**config.mk**
```make
export PLATFORM = sky130hd
export DESIGN_NAME = length_framed_xor_deframer_core
export DESIGN_NICKNAME = d
export VERILOG_FILES = /design/src/design/lfxd_pkg.sv /design/src/design/lfxd_parser.sv /design/src/design/lfxd_out_stage.sv /design/src/design/length_framed_xor_deframer_core.sv
export VERILOG_INCLUDE_DIRS = /design/src /design/src/design
export SDC_FILE = /design/constraint.sdc
export NUM_CORES = 1
export LEC_CHECK = 0
export ABC_AREA = 1
export BUFFER_PORTS_ARGS = -buffer_cell sky130_fd_sc_hd__buf_2
export CAP_MARGIN = 20
export CORE_ASPECT_RATIO = 0.8
export CORE_MARGIN = 4
export CORE_UTILIZATION = 57
export CTS_CLUSTER_SIZE = 40
export DETAILED_ROUTE_END_ITERATION = 6
export GPL_ROUTABILITY_DRIVEN = 0
export PLACE_DENSITY_LB_ADDON = 0.15
export SLEW_MARGIN = 30
export SYNTH_ARGS = -nofsm -noshare
export SYNTH_HDL_FRONTEND = slang
export SYNTH_SLANG_ARGS = --single-unit
```
**constraint.sdc**
```tcl
create_clock -name clock -period 2.1 [get_ports clock]
set_input_delay 0.42 -clock clock [delete_from_list [all_inputs] [get_ports clock]]
set_output_delay 0.42 -clock clock [all_outputs]
set_load 0.02 [all_outputs]
```
**src/design/length_framed_xor_deframer_core_macros.svh**
```systemverilog
// Assertion macros used by the deframer parser.
`ifndef LENGTH_FRAMED_XOR_DEFRAMER_CORE_MACROS_SVH
`define LENGTH_FRAMED_XOR_DEFRAMER_CORE_MACROS_SVH

// Same-cycle implication, disabled while in reset.
`define LFXD_ASSERT_SAME(lbl, clk, rst, ante, cons) \
   lbl: assert property (@(posedge clk) disable iff (rst) (ante) |-> (cons)) \
      else $error("deframer assertion failed");

// Next-cycle implication, disabled while in reset.
`define LFXD_ASSERT_NEXT(lbl, clk, rst, ante, cons) \
   lbl: assert property (@(posedge clk) disable iff (rst) (ante) |=> (cons)) \
      else $error("deframer assertion failed");

`endif

```
**src/design/lfxd_pkg.sv**
```systemverilog
// Types and constants of the length-framed XOR deframer.
package lfxd_pkg;

   localparam logic [7:0] SYNC_BYTE = 8'hFF;

   localparam logic [2:0] PH_SYNC1   = 3'd0;
   localparam logic [2:0] PH_SYNC2   = 3'd1;
   localparam logic [2:0] PH_LEN     = 3'd2;
   localparam logic [2:0] PH_PAYLOAD = 3'd3;
   localparam logic [2:0] PH_CHECK   = 3'd4;

   localparam logic [1:0] KIND_PAYLOAD = 2'd0;
   localparam logic [1:0] KIND_GOOD    = 2'd1;
   localparam logic [1:0] KIND_BAD     = 2'd2;

   typedef struct packed {
      logic       valid;
      logic [1:0] out_kind;
      logic [7:0] out_byte;
      logic [7:0] out_index;
      logic       out_last;
   } lfxd_result_type;

endpackage

```
**src/design/lfxd_parser.sv**
```systemverilog
// Frame receive state machine: phase, remaining count, running XOR and result decode.
`include "length_framed_xor_deframer_core_macros.svh"

module lfxd_parser
   import lfxd_pkg::*;
(
   input  logic            clock,
   input  logic            reset,
   input  logic            step,
   input  logic [7:0]      rx_byte,
   output lfxd_result_type result
);

   logic [2:0] phase_ff, phase_in;
   logic [7:0] remaining_ff, remaining_in;
   logic [7:0] xor_ff, xor_in;
   logic [7:0] position_ff, position_in;

   always_comb begin
      phase_in     = phase_ff;
      remaining_in = remaining_ff;
      xor_in       = xor_ff;
      position_in  = position_ff;
      result       = '0;
      result.out_byte = rx_byte;
      unique case (phase_ff)
         PH_SYNC2: begin
            phase_in = (rx_byte == SYNC_BYTE) ? PH_LEN : PH_SYNC1;
         end
         PH_LEN: begin
            remaining_in = rx_byte;
            xor_in       = '0;
            position_in  = '0;
            phase_in     = (rx_byte == 8'd0) ? PH_CHECK : PH_PAYLOAD;
         end
         PH_PAYLOAD: begin
            result.valid     = 1'b1;
            result.out_kind  = KIND_PAYLOAD;
            result.out_index = position_ff;
            xor_in           = xor_ff ^ rx_byte;
            position_in      = position_ff + 8'd1;
            remaining_in     = remaining_ff - 8'd1;
            if (remaining_ff == 8'd1) begin
               phase_in = PH_CHECK;
            end
         end
         PH_CHECK: begin
            result.valid    = 1'b1;
            result.out_kind = (rx_byte == xor_ff) ? KIND_GOOD : KIND_BAD;
            result.out_last = 1'b1;
            phase_in        = PH_SYNC1;
            xor_in          = '0;
            position_in     = '0;
            remaining_in    = '0;
         end
         default: begin
            xor_in      = '0;
            position_in = '0;
            phase_in    = (rx_byte == SYNC_BYTE) ? PH_SYNC2 : PH_SYNC1;
         end
      endcase
   end

   always_ff @(posedge clock) begin
      if (reset) begin
         phase_ff     <= PH_SYNC1;
         remaining_ff <= '0;
         xor_ff       <= '0;
         position_ff  <= '0;
      end else if (step) begin
         phase_ff     <= phase_in;
         remaining_ff <= remaining_in;
         xor_ff       <= xor_in;
         position_ff  <= position_in;
      end
   end

   `LFXD_ASSERT_SAME(a_payload_count, clock, reset, phase_ff == PH_PAYLOAD, remaining_ff != 8'd0)
   `LFXD_ASSERT_SAME(a_last_is_status, clock, reset, result.valid && result.out_last,
                     result.out_kind != KIND_PAYLOAD)
   `LFXD_ASSERT_NEXT(a_final_payload, clock, reset,
                     step && phase_ff == PH_PAYLOAD && remaining_ff == 8'd1, phase_ff == PH_CHECK)
   `LFXD_ASSERT_NEXT(a_check_clears, clock, reset, step && phase_ff == PH_CHECK,
                     phase_ff == PH_SYNC1 && xor_ff == 8'd0 && position_ff == 8'd0)

endmodule

```
**src/design/lfxd_out_stage.sv**
```systemverilog
// Result register between the parser and the response channel.
module lfxd_out_stage
   import lfxd_pkg::*;
(
   input  logic            clock,
   input  logic            reset,
   input  logic            load,
   input  lfxd_result_type result,
   output logic            free,
   output logic            rsp_tvalid,
   input  logic            rsp_tready,
   output logic [15:0]     rsp_tdata,  // out_byte [7:0], out_index [15:8]
   output logic [1:0]      rsp_tuser,  // out_kind [1:0]
   output logic            rsp_tlast
);

   logic       valid_ff, valid_in;
   logic [1:0] kind_ff;
   logic [7:0] byte_ff;
   logic [7:0] index_ff;
   logic       last_ff;

   assign free = !valid_ff || rsp_tready;

   always_comb begin
      valid_in = valid_ff;
      if (load) begin
         valid_in = 1'b1;
      end else if (rsp_tready) begin
         valid_in = 1'b0;
      end
   end

   always_ff @(posedge clock) begin
      if (reset) begin
         valid_ff <= 1'b0;
      end else begin
         valid_ff <= valid_in;
      end
   end

   always_ff @(posedge clock) begin
      if (load) begin
         kind_ff  <= result.out_kind;
         byte_ff  <= result.out_byte;
         index_ff <= result.out_index;
         last_ff  <= result.out_last;
      end
   end

   assign rsp_tvalid = valid_ff;
   assign rsp_tdata  = {index_ff, byte_ff};
   assign rsp_tuser  = kind_ff;
   assign rsp_tlast  = last_ff;

endmodule

```
**src/design/length_framed_xor_deframer_core.sv**
```systemverilog
// Length-framed XOR-checksum deframer, top level.
// Accepts one received byte per cycle while the response side keeps up, and hunts
// for frames of 0xFF, 0xFF, a length byte, that many payload bytes and an XOR
// checksum byte. Each payload byte comes out with its index (kind 0); the checksum
// byte closes the frame with kind 1 (good) or 2 (mismatch) and tlast set. Bytes
// outside a frame give no response. A request is taken every cycle while the
// response side keeps up; it is held in the input register and decoded on its way
// into the result register, which presents its response. Throughput is one byte
// per cycle while the response side keeps up.
module length_framed_xor_deframer_core
   import lfxd_pkg::*;
(
   input  logic        clock,
   input  logic        reset,
   input  logic        req_tvalid,
   output logic        req_tready,
   input  logic [7:0]  req_tdata,   // rx_byte [7:0]
   output logic        rsp_tvalid,
   input  logic        rsp_tready,
   output logic [15:0] rsp_tdata,   // out_byte [7:0], out_index [15:8]
   output logic [1:0]  rsp_tuser,   // out_kind [1:0]
   output logic        rsp_tlast
);

   logic            in_valid_ff, in_valid_in;
   logic [7:0]      in_byte_ff;
   logic            out_free;
   logic            advance;
   lfxd_result_type result;

   assign advance    = in_valid_ff && (!result.valid || out_free);
   assign req_tready = !in_valid_ff || advance;

   always_comb begin
      in_valid_in = in_valid_ff;
      if (req_tvalid && req_tready) begin
         in_valid_in = 1'b1;
      end else if (advance) begin
         in_valid_in = 1'b0;
      end
   end

   always_ff @(posedge clock) begin
      if (reset) begin
         in_valid_ff <= 1'b0;
      end else begin
         in_valid_ff <= in_valid_in;
      end
   end

   always_ff @(posedge clock) begin
      if (req_tvalid && req_tready) begin
         in_byte_ff <= req_tdata;
      end
   end

   lfxd_parser u_parser (
      .clock   (clock),
      .reset   (reset),
      .step    (advance),
      .rx_byte (in_byte_ff),
      .result  (result)
   );

   lfxd_out_stage u_out_stage (
      .clock      (clock),
      .reset      (reset),
      .load       (advance && result.valid),
      .result     (result),
      .free       (out_free),
      .rsp_tvalid (rsp_tvalid),
      .rsp_tready (rsp_tready),
      .rsp_tdata  (rsp_tdata),
      .rsp_tuser  (rsp_tuser),
      .rsp_tlast  (rsp_tlast)
   );

endmodule
```
## Yosys cells after proc, flatten, opt, wreduce, memory -nomap -nowiden

Index checks and enable logic that the tools add are counted.

| word-level totals | value |
|---|---|
| bits of input ports | 12 |
| register bits after elaboration | 56 |
| logic and storage cells | 54 |
| output and inout bits | 21 |

| operators by class | value |
|---|---|
| bitwise gates (word level) | 2 |
| reduce and logical (&&, ||, !) cells | 16 |
| add/subtract/negate cells | 2 |
| equality and inequality tests | 8 |
| mux-type cells | 15 |

Operator list:

| kind | number |
|---|---|
| $pmux W8 S2 | 2 |
| $pmux W8 S3 | 1 |
| $pmux W3 S4 | 1 |
| $add A8 B1 Y8 const B | 1 |
| $eq A8 B1 Y1 const B | 1 |
| $eq A8 B8 Y1 | 1 |
| $eq A8 B8 Y1 const B | 1 |
| $logic_not A8 Y1 | 1 |
| $sub A8 B1 Y8 const B | 1 |
| $xor A8 B8 Y8 | 1 |
| $eq A3 B2 Y1 const B | 2 |
| $mux W1 | 6 |
| $mux W3 | 2 |
| $pmux W3 S2 | 1 |
| $reduce_and A2 Y1 | 3 |
| $mux W2 | 2 |
| $reduce_bool A2 Y1 | 2 |
| $eq A3 B1 Y1 const B | 1 |
| $eq A3 B3 Y1 const B | 1 |
| $logic_and A1 B1 Y1 | 3 |
| $logic_not A1 Y1 | 3 |
| $logic_or A1 B1 Y1 | 3 |
| $reduce_bool A3 Y1 | 1 |
| $ne A2 B1 Y1 const B | 1 |
| $not A1 Y1 | 1 |

## Depth between registers and ports, before layout

Gate-level depths: netlist of run 1.

| depth | value |
|---|---|
| depth in word-level cells | 9 |
| mapped depth | 10 |
| gate-level depth less buffers | 10 |

## Modules after synthesis

Synthesis of run 1 repeated with hierarchy kept, for this count alone.

| unflattened totals | value |
|---|---|
| cells, all modules | 320 |
| area total of the unflattened synthesis | 2747.6 um^2 |

By module, submodules not included:

| module | sequential area each (um^2) | times used | area each (um^2) | cells an instance |
|---|---|---|---|---|
| lfxd_parser | 540.5 | 1 | 1824.2 | 278 |
| lfxd_out_stage | 590.6 | 1 | 613.1 | 24 |
| length_framed_xor_deframer_core | 260.2 | 1 | 310.3 | 18 |

## Worst setup path after synthesis of run 1

OpenSTA, ideal clock, no wires.

| timing path | value |
|---|---|
| path type | register -> register |
| start | register u_parser.phase_ff[2] |
| end | register u_out_stage.byte_ff[0], enable pin |
| cell stages (with the launch flop) | 8 |
| setup time | 0.375 ns |
| arrival | 1.264 ns |
| path buffers | 0 |
| data required time | 1.725 ns |
| clock period less this slack | 1.639 ns |
| path slack | 0.461 ns |
| cells stage by stage | dfxtp_1 inv_1 nand2_2 nand3_4 nand2_1 inv_1 nand2_1 inv_1 |

| between the ends | value |
|---|---|
| longest elaborated chain between the ends | 6 |
| elaborated cells between the ends (all ways) | 7 |
| those cells by class | eq/ne: 2; mux: 1; reduce/logical: 4 |

RTL lines:

| what | line | source |
|---|---|---|
| from (decl) | lfxd_parser.sv:14 | `logic [2:0] phase_ff, phase_in;` |
| from (signal assigned) | lfxd_parser.sv:71 | `phase_ff <= phase_in;` |
| $eq A3 B3 Y1 / $eq A3 B2 Y1 (equally long branches) | lfxd_parser.sv:26 | `unique case (phase_ff)` |
| $pmux W3 S2 (*) | lfxd_parser.sv:26 |  |
| $logic_not A1 Y1 | length_framed_xor_deframer_core.sv:31 | `assign advance = in_valid_ff && (!result.valid \|\| out_free);` |
| $logic_or A1 B1 Y1 | length_framed_xor_deframer_core.sv:31 |  |
| $logic_and A1 B1 Y1 | length_framed_xor_deframer_core.sv:31 |  |
| $logic_and A1 B1 Y1 (*) | length_framed_xor_deframer_core.sv:68 | `.load (advance && result.valid),` |
| net u_out_stage.load | lfxd_out_stage.sv:7 | `input logic load,` |
| to (signal assigned) | lfxd_out_stage.sv:45 | `byte_ff <= result.out_byte;` |
| to (decl) | lfxd_out_stage.sv:19 | `logic [7:0] byte_ff;` |

Mark *: on every way through the listed nets, which the timed path passes. The rest lies on a longest branch.
A chain may end at the register's enable or synchronous reset.

## Worst setup path after layout of run 1

| timing path | value |
|---|---|
| start | register u_parser.phase_ff[0] |
| end | output port req_tready |

| between the ends | value |
|---|---|
| longest elaborated chain between the ends | 6 |
| elaborated cells between the ends (all ways) | 7 |
| those cells by class | eq/ne: 2; mux: 1; reduce/logical: 4 |

RTL lines:

| what | line | source |
|---|---|---|
| $eq A3 B3 Y1 / $eq A3 B2 Y1 (equally long branches) | lfxd_parser.sv:26 |  |
| $pmux W3 S2 (*) | lfxd_parser.sv:26 |  |
| $logic_not A1 Y1 (*) | length_framed_xor_deframer_core.sv:31 |  |
| $logic_or A1 B1 Y1 (*) | length_framed_xor_deframer_core.sv:31 |  |
| $logic_and A1 B1 Y1 (*) | length_framed_xor_deframer_core.sv:31 |  |
| $logic_or A1 B1 Y1 (*) | length_framed_xor_deframer_core.sv:32 | `assign req_tready = !in_valid_ff \|\| advance;` |
| to (decl) | length_framed_xor_deframer_core.sv:16 | `output logic req_tready,` |

Mark *: on every way between the ends. The rest lies on a longest branch, timed or not.

==> results of run 1 <==
power groups by stage:
stage               Combinational, mW  Sequential, mW  Clock [mW]
floorplan                       0.154            1.23           0
global placement                0.202            1.24           0
detailed placement              0.205            1.24           0
CTS                             0.206            1.21       0.724
global route                    0.237            1.22       0.776
finish                          0.208            1.21       0.718
state kept, by name, summed over array words and instances, names as in the netlist, 2 cells and up:
register               count
u_parser.xor_ff            8
u_out_stage.rsp_tuser      2
u_parser.position_ff       8
u_out_stage.byte_ff        8
u_parser.phase_ff          3
in_byte_ff                 8
u_parser.remaining_ff      8
u_out_stage.index_ff       8
how the worst max path moves through the flow:
stage | from | end
after floorplan | u_parser.phase_ff[2] | u_out_stage.byte_ff[0]
after global placement | rsp_tready | u_out_stage.byte_ff[7]
after detailed placement | rsp_tready | u_out_stage.rsp_tvalid
after CTS | u_parser.phase_ff[2] | u_out_stage.index_ff[6]
after global routing | u_parser.phase_ff[0] | req_tready
final | u_parser.phase_ff[0] | req_tready
cell usage after synthesis:
cell type / n / area, sq um
o21ai_2: 1 / 8.76
nand2_1: 106 / 398
xnor2_1: 10 / 87.6
ha_1: 3 / 37.5
inv_1: 32 / 120
buf_6: 1 / 11.3
o21ai_0: 7 / 35.0
buf_2: 4 / 20.0
edfxtp_1: 27 / 811
nand3_4: 1 / 17.5
nor3_1: 2 / 10.0
nand4_1: 4 / 25.0
nand3_1: 15 / 75.1
xor2_1: 2 / 17.5
nand2_2: 2 / 12.5
nand2_4: 1 / 11.3
buf_4: 2 / 15.0
nor2_1: 81 / 304
nand3_2: 2 / 20.0
a21oi_1: 16 / 80.1
clkbuf_1: 4 / 15.0
dfxtp_1: 29 / 581
worst max-delay path, delay by kind of cell (launching register included):
kind	cells	cell delay, ns
and+or+nand+nor	3	0.47
buffers and inverters	2	0.31
DFF	1	0.46
metal layers:
metal	GRT usage (%)	up-vias	share of wire [%]
met2	31.3	59	45
met4	5.10	0	1.1
met1	28.3	1056	46
li1	-	1164	-
met3	4.63	7	7.2
met5	0	-	0
cell type report:
| cell class | count | area (sq um) |
|---|---|---|
| inverters | 32 | 124 |
| repair buffers | 35 | 183 |
| repair inverters | 1 | 7.51 |
| well taps | 60 | 75.1 |
| flip-flops and latches | 56 | 1390 |
| multi-input cells | 253 | 1140 |
| clock inverters | 2 | 38.8 |
| fillers | 400 | 1570 |
| clock buffers | 6 | 72.6 |
cell usage in the layout, fill, tap and decap left out:
| cell | instances |
|---|---|
| nor3_1 | 2 |
| clkinvlp_4 | 2 |
| o21ai_0 | 7 |
| edfxtp_1 | 27 |
| nand4_1 | 4 |
| nand3_2 | 2 |
| nand3_1 | 15 |
| xnor2_1 | 10 |
| nand2_2 | 2 |
| inv_1 | 31 |
| nor2_1 | 81 |
| nand2_1 | 106 |
| o21ai_2 | 1 |
| a21oi_1 | 16 |
| buf_4 | 3 |
| ha_1 | 3 |
| xor2_1 | 2 |
| dfxtp_1 | 29 |
| inv_6 | 1 |
| bufinv_16 | 1 |
| clkbuf_1 | 1 |
| nand2_4 | 1 |
| nand3_4 | 1 |
| clkbuf_8 | 5 |
| buf_2 | 32 |
cells by family after synthesis:
family | count (synthesis)
flip-flops | 56
AND/OR/NAND/NOR | 214
AO/OA/AOI/OAI | 24
XOR/XNOR | 12
adder cells (fa/ha/maj) | 3
buffers and inverters | 43
metrics by stage:
stage | power [mW] | setup slack, ns | instances | hold WS, ns
floorplan | 1.38 | 0.461 | 352 | 0.456
global placement | 1.44 | 0.205 | 436 | 0.465
detailed placement | 1.44 | 0.153 | 436 | 0.474
CTS | 2.14 | 0.152 | 444 | 0.272
global route | 2.23 | 0.0244 | 445 | 0.267
finish | 2.14 | 0.148 | 445 | 0.279
==> impl_metrics.json, run 1 <==
{
  "finalHoldViolCount": 0,
  "post_drt_via_cell_ratio": 5.14,
  "max_freq_ghz": 0.512,
  "switchingPower_uw": 531,
  "cts_setup_buffers": 0,
  "switching_share_pct": 24.8,
  "path_max_fanout": 7,
  "worstHoldPathType": "input port to register",
  "slew_viol_final": 0,
  "cts-root-buf": "clkbuf_8",
  "rows": 22,
  "wl_per_cell_um": 12.9,
  "power.leakage_nw": 1.27,
  "cap_violations": 0,
  "hold_start": "req_tdata[5]",
  "initial_utilization_pct": 59.0,
  "vias": 2286,
  "cts_sinks": 56,
  "die_w_um": 85.1,
  "synth_top_family_by_area": "simple AND/OR/NAND/NOR gates",
  "overflow": 0,
  "r2r_start": "u_parser.phase_ff[2]",
  "tightest_slew_ns": 0.457,
  "cts_hold_buf": 0,
  "drive_above_1_share_pct": 13.2,
  "cpMostUsedCell": "nand3_1",
  "yosysWarningCount": 0,
  "first_pass_iters": 4,
  "reg2regPathDepth": 9,
  "syn_inst": 352,
  "drt_iter0_drc": 267,
  "core_area_sq_um": 4600,
  "fin_skew_ns": 0.00581,
  "ys_seq_area_share_pct": 51.3,
  "synth_cell_types": 22,
  "worstPathCellList": "inv_1, nand3_1, nand2_1, nand3_1, buf_2",
  "synth-xor-area-share_pct": 3.87,
  "r2r_slack_ns": 0.24,
  "crit_type": "register to output port",
  "syn_area_sq_um": 2710,
  "p_int_mw": 1.61,
  "required_ns": 1.68,
  "synthAdderAreaFrac_pct": 1.38,
  "dieArea_sq_um": 5930,
  "htree_levels": 2,
  "insertion_delay_ns": 0.31,
  "cts_buffer_depth": 2,
  "die_h_um": 69.7,
  "period_needed_ns": 1.95,
  "cts_tree": "built",
  "min_period_over_period_pct": 92.9,
  "place_area_sq_um": 2910,
  "syn_avg_cell_area_sq_um": 7.71,
  "totalWireLength_um": 5760,
  "endpoint_kind": "output port",
  "synthMuxAreaShare_pct": 0,
  "crit_path_start_kind": "register",
  "clk_pin_slew_worst_paths_ns": 0.10,
  "status": "finished, final reports clean",
  "hpwlAfterDp_um": 4080,
  "grt_pass1_wl_um": 9640,
  "area_growth_pct": 11.8,
  "whs_path_depth": 1,
  "setup_violations": 0,
  "synth_nets": 367,
  "grt_max_degree": 29,
  "combPwrFrac_pct": 9.7,
  "vdd_drop_max_mv": 0.541,
  "drc": 0,
  "cts.repair.resized": 0,
  "pwr_density_cell_nw_per_um2": 705,
  "maxSlewHeadroom_pct": 69.5,
  "antenna_found_initial": 0,
  "synth_compound_area_share_pct": 4.57,
  "cp.arrival_ns": 1.53,
  "io-pin-count": 33,
  "diodes": 0,
  "reg2reg_to": "u_out_stage.rsp_tvalid",
  "cts_buffers": 5,
  "pwr-share-seq_pct": 56.7,
  "rsz0062_at_grt": "no",
  "post-route-util_pct": 65.9,
  "fin_area_sq_um": 3030,
  "grt.total_usage_pct": 20.1,
  "fin_nets": 399,
  "ant_nets": 0,
  "p_clk_share_pct": 33.6,
  "yosys.area_share.simple_pct": 32.2,
  "grt_pass1_vias": 2091,
  "max_stage_delay_ns": 0.46,
  "port_buffers": 32,
  "cpMaxStageDelayCell": "dfxtp_1",
  "ys_seq_elements": 56,
  "min_to": "in_byte_ff[5]",
  "fin_setup_tns_ns": 0
}
Power figures use the tool's default switching activity.
==> run 2: changes to the inputs <==
--- a/config.mk
+++ b/config.mk
@@ -11,7 +11,7 @@
 export CAP_MARGIN = 20
 export CORE_ASPECT_RATIO = 0.8
 export CORE_MARGIN = 4
-export CORE_UTILIZATION = 57
+export CORE_UTILIZATION = 62
 export CTS_CLUSTER_SIZE = 40
 export DETAILED_ROUTE_END_ITERATION = 6
 export GPL_ROUTABILITY_DRIVEN = 0
==> constraint.sdc (replaced) <==
create_clock -name clock -period 2.5 [get_ports clock]
set_input_delay 0.5 -clock clock [delete_from_list [all_inputs] [get_ports clock]]
set_output_delay 0.5 -clock clock [all_outputs]
set_load 0.02 [all_outputs]
==> run 2 against run 1 <==
Net effect:
- global-route usage increased by 2.5 points
- combinational power decreased by 18%
- routed wire length decreased by 4.2%
- register-to-register slack improved by 0.27 ns
- first-iteration DRC count decreased by 16%
- non-clock buffer count unchanged
- critical path type unchanged
- critical endpoint unchanged
- highest routed layer unchanged
==> impl_metrics.json, run 2 (synthesis gave the netlist of run 1 again) <==
{
  "status": "finished, final reports clean",
  "setup_violations": 0,
  "fin_nets": 398,
  "crit_path_start_kind": "register",
  "pwr_density_cell_nw_per_um2": 568,
  "grt_pass1_vias": 1986,
  "io-pin-count": 33,
  "wl_per_cell_um": 12.5,
  "r2r_slack_ns": 0.51,
  "r2r_start": "u_parser.phase_ff[2]",
  "dieArea_sq_um": 5500,
  "maxSlewHeadroom_pct": 47.6,
  "drt_iter0_drc": 225,
  "cts-root-buf": "clkbuf_8",
  "reg2reg_to": "u_out_stage.rsp_tuser[1]",
  "cts_tree": "built",
  "path_max_fanout": 7,
  "overflow": 0,
  "grt.total_usage_pct": 22.7,
  "max_freq_ghz": 0.490,
  "diodes": 0,
  "placed_cells": 433,
  "drive_above_1_share_pct": 13.0,
  "rows": 21,
  "hpwlAfterDp_um": 3920,
  "cts_buffers": 5,
  "post_drt_via_cell_ratio": 5.01,
  "reg2regPathDepth": 7,
  "totalWireLength_um": 5520,
  "endpoint": "req_tready",
  "die_h_um": 67.2,
  "vdd_drop_max_mv": 0.416,
  "cts_hold_buf": 0,
  "cp.arrival_ns": 1.54,
  "min_period_over_period_pct": 81.7,
  "antenna_found_initial": 0,
  "ant_nets": 0,
  "required_ns": 2.00,
  "vias": 2211,
  "fin_skew_ns": 0.00368,
  "crit_type": "register to output port",
  "htree_levels": 2,
  "finalHoldViolCount": 0,
  "fin_setup_tns_ns": 0,
  "cts.repair.resized": 0,
  "setup_ws_ns": 0.459,
  "rsz0062_at_grt": "no",
  "initial_utilization_pct": 64.5,
  "fin_cells": 441,
  "tightest_slew_ns": 0.785,
  "critical_path.startpoint": "u_parser.phase_ff[0]",
  "insertion_delay_ns": 0.31,
  "area_growth_pct": 10.6,
  "clk_pin_slew_worst_paths_ns": 0.10,
  "first_pass_iters": 4,
  "cap_violations": 0,
  "endpoint_kind": "output port",
  "cts_sinks": 56,
  "cts_buffer_depth": 2,
  "period_needed_ns": 2.04,
  "die_w_um": 82.0,
  "worstHoldPathType": "input port to register",
  "post-place-ws_ns": 0.453,
  "core_area_sq_um": 4200,
  "power.leakage_nw": 1.27,
  "grt_max_degree": 29,
  "grt_pass1_wl_um": 9280,
  "whs_path_depth": 1,
  "final_cell_mix": "nand2_1, nor2_1, inv_1, buf_2, dfxtp_1",
  "layout_commonest_cell": "nand2_1",
  "cts_setup_buffers": 0,
  "num-fill-cells": 354,
  "port_buffers": 32,
  "slew_viol_final": 0,
  "drc": 0
}
[run 2: cell types whose count changed in the layout (fill, tap and decap cells not counted), sizes merged]
| cell | previous run | this run |
|---|---|---|
| bufinv | 1 | 0 |
| clkbuf | 6 | 5 |
| inv | 32 | 33 |
[run 2: through the flow]
stage / hold slack [ns] / area (sq um) / util, % / power (mW)
finish: 0.353 / 3000 / 71.4 / 1.70
global route: 0.329 / 3000 / 71.4 / 1.79
CTS: 0.345 / 3000 / 71.4 / 1.71
detailed placement: 0.469 / 2910 / 69.1 / 1.21
global placement: 0.466 / 2910 / 69.1 / 1.20
floorplan: 0.456 / 2710 / - / 1.16
[run 2: power by group]
group / internal, mW / leakage, nW / switching [mW]
Clock: 0.204 / 0.0423 / 0.309
Sequential: 0.987 / 0.492 / 0.0326
Combinational: 0.0593 / 0.735 / 0.112
Total: 1.25 / 1.27 / 0.453
[run 2: area by class of cell]
class	instances	area (sq um)	area share (%)
Sequential cell	56	1390	46.4
Multi-Input combinational cell	253	1140	38.0
Timing Repair Buffer	35	183	6.09
Inverter	32	120	4.00
Tap cell	57	71.3	2.38
Clock buffer	5	68.8	2.29
Clock inverter	3	26.3	0.876
[run 2: critical path, stage by stage (launching register included)]
cell and delay, ns:
dfxtp_1 0.46, inv_1 0.12, nand3_1 0.17, nand2_1 0.13
nand3_1 0.16, buf_2 0.19
[run 2: worst min-delay path by stage]
stage	startpoint	end	slack, ns
global route	req_tdata[4]	in_byte_ff[4]	0.33
detailed placement	u_parser.xor_ff[0]	u_parser.xor_ff[0]	0.47
floorplan	u_parser.xor_ff[4]	u_parser.xor_ff[4]	0.46
CTS	req_tdata[1]	in_byte_ff[1]	0.34
finish	req_tdata[5]	in_byte_ff[5]	0.35
global placement	u_parser.xor_ff[1]	u_parser.xor_ff[1]	0.47
[run 2: metal layers]
| layer | global-route usage [%] | wire length (um) |
|---|---|---|
| met5 | 0 | 0 |
| met4 | 8.09 | 49 |
| met3 | 6.80 | 452 |
| met2 | 32.8 | 2430 |
| met1 | 32.3 | 2580 |
==> run 3: changes to the inputs <==
--- a/config.mk
+++ b/config.mk
@@ -6,12 +6,12 @@
 export SDC_FILE = /design/constraint.sdc
 export NUM_CORES = 1
 export LEC_CHECK = 0
-export ABC_AREA = 1
+export ABC_AREA = 0
 export BUFFER_PORTS_ARGS = -buffer_cell sky130_fd_sc_hd__buf_2
 export CAP_MARGIN = 20
 export CORE_ASPECT_RATIO = 0.8
 export CORE_MARGIN = 4
-export CORE_UTILIZATION = 62
+export CORE_UTILIZATION = 52
 export CTS_CLUSTER_SIZE = 40
 export DETAILED_ROUTE_END_ITERATION = 6
 export GPL_ROUTABILITY_DRIVEN = 0
==> constraint.sdc (replaced) <==
create_clock -name clock -period 1.8 [get_ports clock]
set_input_delay 0.36 -clock clock [delete_from_list [all_inputs] [get_ports clock]]
set_output_delay 0.36 -clock clock [all_outputs]
set_load 0.02 [all_outputs]
==> run 3 against run 2 <==
Net effect:
- core utilization shrank 4.2 points
- non-clock buffer count grew 20
- global-route usage shrank 4.7 points
- routed wire length shrank 3.5%
- final cell count shrank 21%
- clock skew grew 0.0012 ns
- critical path depth shrank 1
- combinational power shrank 34%
- synthesized cell count shrank 33%
- flip-flop and latch count is the same
- synthesized area shrank 2.8%
==> impl_metrics.json, run 3 <==
{
  "cts_sinks": 56,
  "required_ns": 1.44,
  "register_area_sq_um": 1400,
  "layout_commonest_cell": "buf_2",
  "cap_violations": 0,
  "yosysWarningCount": 0,
  "synth_top_area_cell": "edfxtp_1",
  "total_power_mw": 2.22,
  "synth_nets": 251,
  "synthMuxAreaShare_pct": 1.14,
  "cts_buffer_depth": 2,
  "multi_input_area_sq_um": 1210,
  "endpoint_kind": "output port",
  "io-pin-count": 33,
  "post-route-util_pct": 67.2,
  "period_needed_ns": 1.79,
  "rows": 22,
  "maxSlewHeadroom_pct": 46.7,
  "cpMaxStageDelayCell": "or3b_4",
  "port_buffers": 32,
  "worstHoldPathType": "input port to register",
  "slew_viol_final": 0,
  "cts-root-buf": "clkbuf_8",
  "hpwlAfterDp_um": 3740,
  "fin_nets": 303,
  "worstPathCellList": "or3b_4, nand2_4, nand3_4, buf_6",
  "grt_max_degree": 20,
  "synth-xor-area-share_pct": 5.65,
  "status": "finished, final reports clean",
  "pwr_density_cell_nw_per_um2": 697,
  "vdd_drop_max_mv": 0.555,
  "min_period_over_period_pct": 99.2,
  "synth_top_family_by_area": "simple AND/OR/NAND/NOR gates",
  "vias": 1953,
  "max_stage_delay_ns": 0.43,
  "drive_above_1_share_pct": 33.6,
  "grt_pass1_vias": 1758,
  "core_area_sq_um": 4730,
  "final_cell_mix": "buf_2, edfxtp_1, dfxtp_1",
  "synthArstFlopShare_pct": 0,
  "fin_setup_tns_ns": 0,
  "synth_cell_types": 56,
  "ys_seq_area_share_pct": 52.8,
  "finalHoldViolCount": 0,
  "totalWireLength_um": 5330,
  "fin_skew_ns": 0.00485,
  "diodes": 0,
  "htree_levels": 2,
  "yosys-top-cells-area": "edfxtp_1, dfxtp_1, a311oi_2",
  "synth_compound_area_share_pct": 15.9,
  "setup_violations": 0,
  "syn_avg_cell_area_sq_um": 11.2,
  "dieArea_sq_um": 6280,
  "fin_worst_hold_slack_ns": 0.215,
  "die_w_um": 87.6,
  "synthFlopType": "dfxtp_1",
  "cp.arrival_ns": 1.43,
  "synthAdderAreaFrac_pct": 1.42,
  "tightest_slew_ns": 0.795,
  "wl_per_cell_um": 15.3,
  "num-fill-cells": 375,
  "path_max_fanout": 3,
  "ys_top_cells_by_count": "dfxtp_1, edfxtp_1, nor2_1, a21oi_1, nand2b_1",
  "synth-edff-count": 27,
  "ant_nets": 0,
  "grt.total_usage_pct": 18.0,
  "ys_seq_elements": 56,
  "overflow": 0,
  "initial_utilization_pct": 55.7,
  "rsz0062_at_grt": "yes",
  "first_pass_iters": 4,
  "antenna_found_initial": 0,
  "area_growth_pct": 20.6,
  "cts_buffers": 5,
  "crit_path_start_kind": "register",
  "post_drt_via_cell_ratio": 5.60,
  "insertion_delay_ns": 0.31,
  "max_freq_ghz": 0.560,
  "cts_tree": "built",
  "grt_pass1_wl_um": 8740,
  "die_h_um": 71.7,
  "drt_iter0_drc": 117,
  "drc": 0,
  "syn_area_sq_um": 2640,
  "clk_pin_slew_worst_paths_ns": 0.09,
  "syn_inst": 236,
  "power.leakage_nw": 1.17,
  "yosysTopAreaCellShare_pct": 30.8,
  "crit_type": "register to output port",
  "yosys.area_share.simple_pct": 19.6,
  "yosysMostFrequentCell": "dfxtp_1"
}
==> run 3: changes by cell type after synthesis, sizes merged, moves of 12 or more <==
| cell | before | now |
|---|---|---|
| nand2 | 109 | 10 |
| nor2 | 81 | 23 |
| inv | 32 | 5 |
| nand3 | 18 | 3 |
| nand2b | 0 | 12 |
==> run 3: area by class of cell <==
cell class                 count  share of cell area (%)
sequential                    56                    44.0
clock buffer                   6                    2.60
clock inverter                 2                   0.433
timing repair buffer          55                    11.8
tap                           60                    2.36
inverter                       6                   0.866
multi-input combinational    164                    37.9
==> run 3: timing repair <==
item                                    CTS  global route
setup buffers                             2             5
gates resized for setup                   7             9
hold buffers                              0             0
pin swaps                                 2             5
endpoints found under the hold margin     0             0
endpoints found under the setup margin    1            17
==> run 3: through the flow <==
step           setup WS (ns)  area, sq um  std cells
3_3_place_gp          0.0596         2970        334
5_1_grt              -0.0411         3180        349
4_1_cts              0.00582         3110        344
6_report              0.0136         3180        349
2_1_floorplan        0.00530         2640        236
3_5_place_dp          0.0496         2970        334
==> run 3: path summary, 6_finish.rpt <==
check                                              start                        to  slack [ns]  cells after the start
worst max register to register  u_parser.remaining_ff[0]  u_parser.remaining_ff[6]        0.07                      7
worst min register to register  u_parser.remaining_ff[0]  u_parser.remaining_ff[0]        0.49                      2
worst min-delay path                        req_tdata[3]             in_byte_ff[3]        0.22                      1
worst max-delay path                u_parser.phase_ff[0]                req_tready        0.01                      4
==> run 3: per-layer routing <==
layer  vias to the layer above  part of all wire, %  track usage [%]
met3                        11                  6.6             4.94
met2                        61                   44             25.9
met4                         0                 0.75             4.26
li1                        976                    -                -
met5                         -                    0                0
met1                       905                   49             26.7
==> run 3: cells by family after synthesis <==
family | Yosys count
and+or+nand+nor | 89
DFF | 56
AOI/OAI and AO/OA | 52
xor gates and xnor gates | 17
buffers and inverters | 16
muxes | 3
adders and majority gates | 3
==> run 3: power breakdown <==
part / switching (mW) / internal, mW / total, mW
Clock: 0.408 / 0.315 / 0.723
Sequential: 0.0302 / 1.35 / 1.38
Combinational: 0.0612 / 0.0522 / 0.113
==> run 3: critical path, delay by kind of cell, from the launching register on <==
family | cells | cell delay [ns]
simple gates | 3 | 0.61
flops | 1 | 0.34
buf+inv | 1 | 0.16
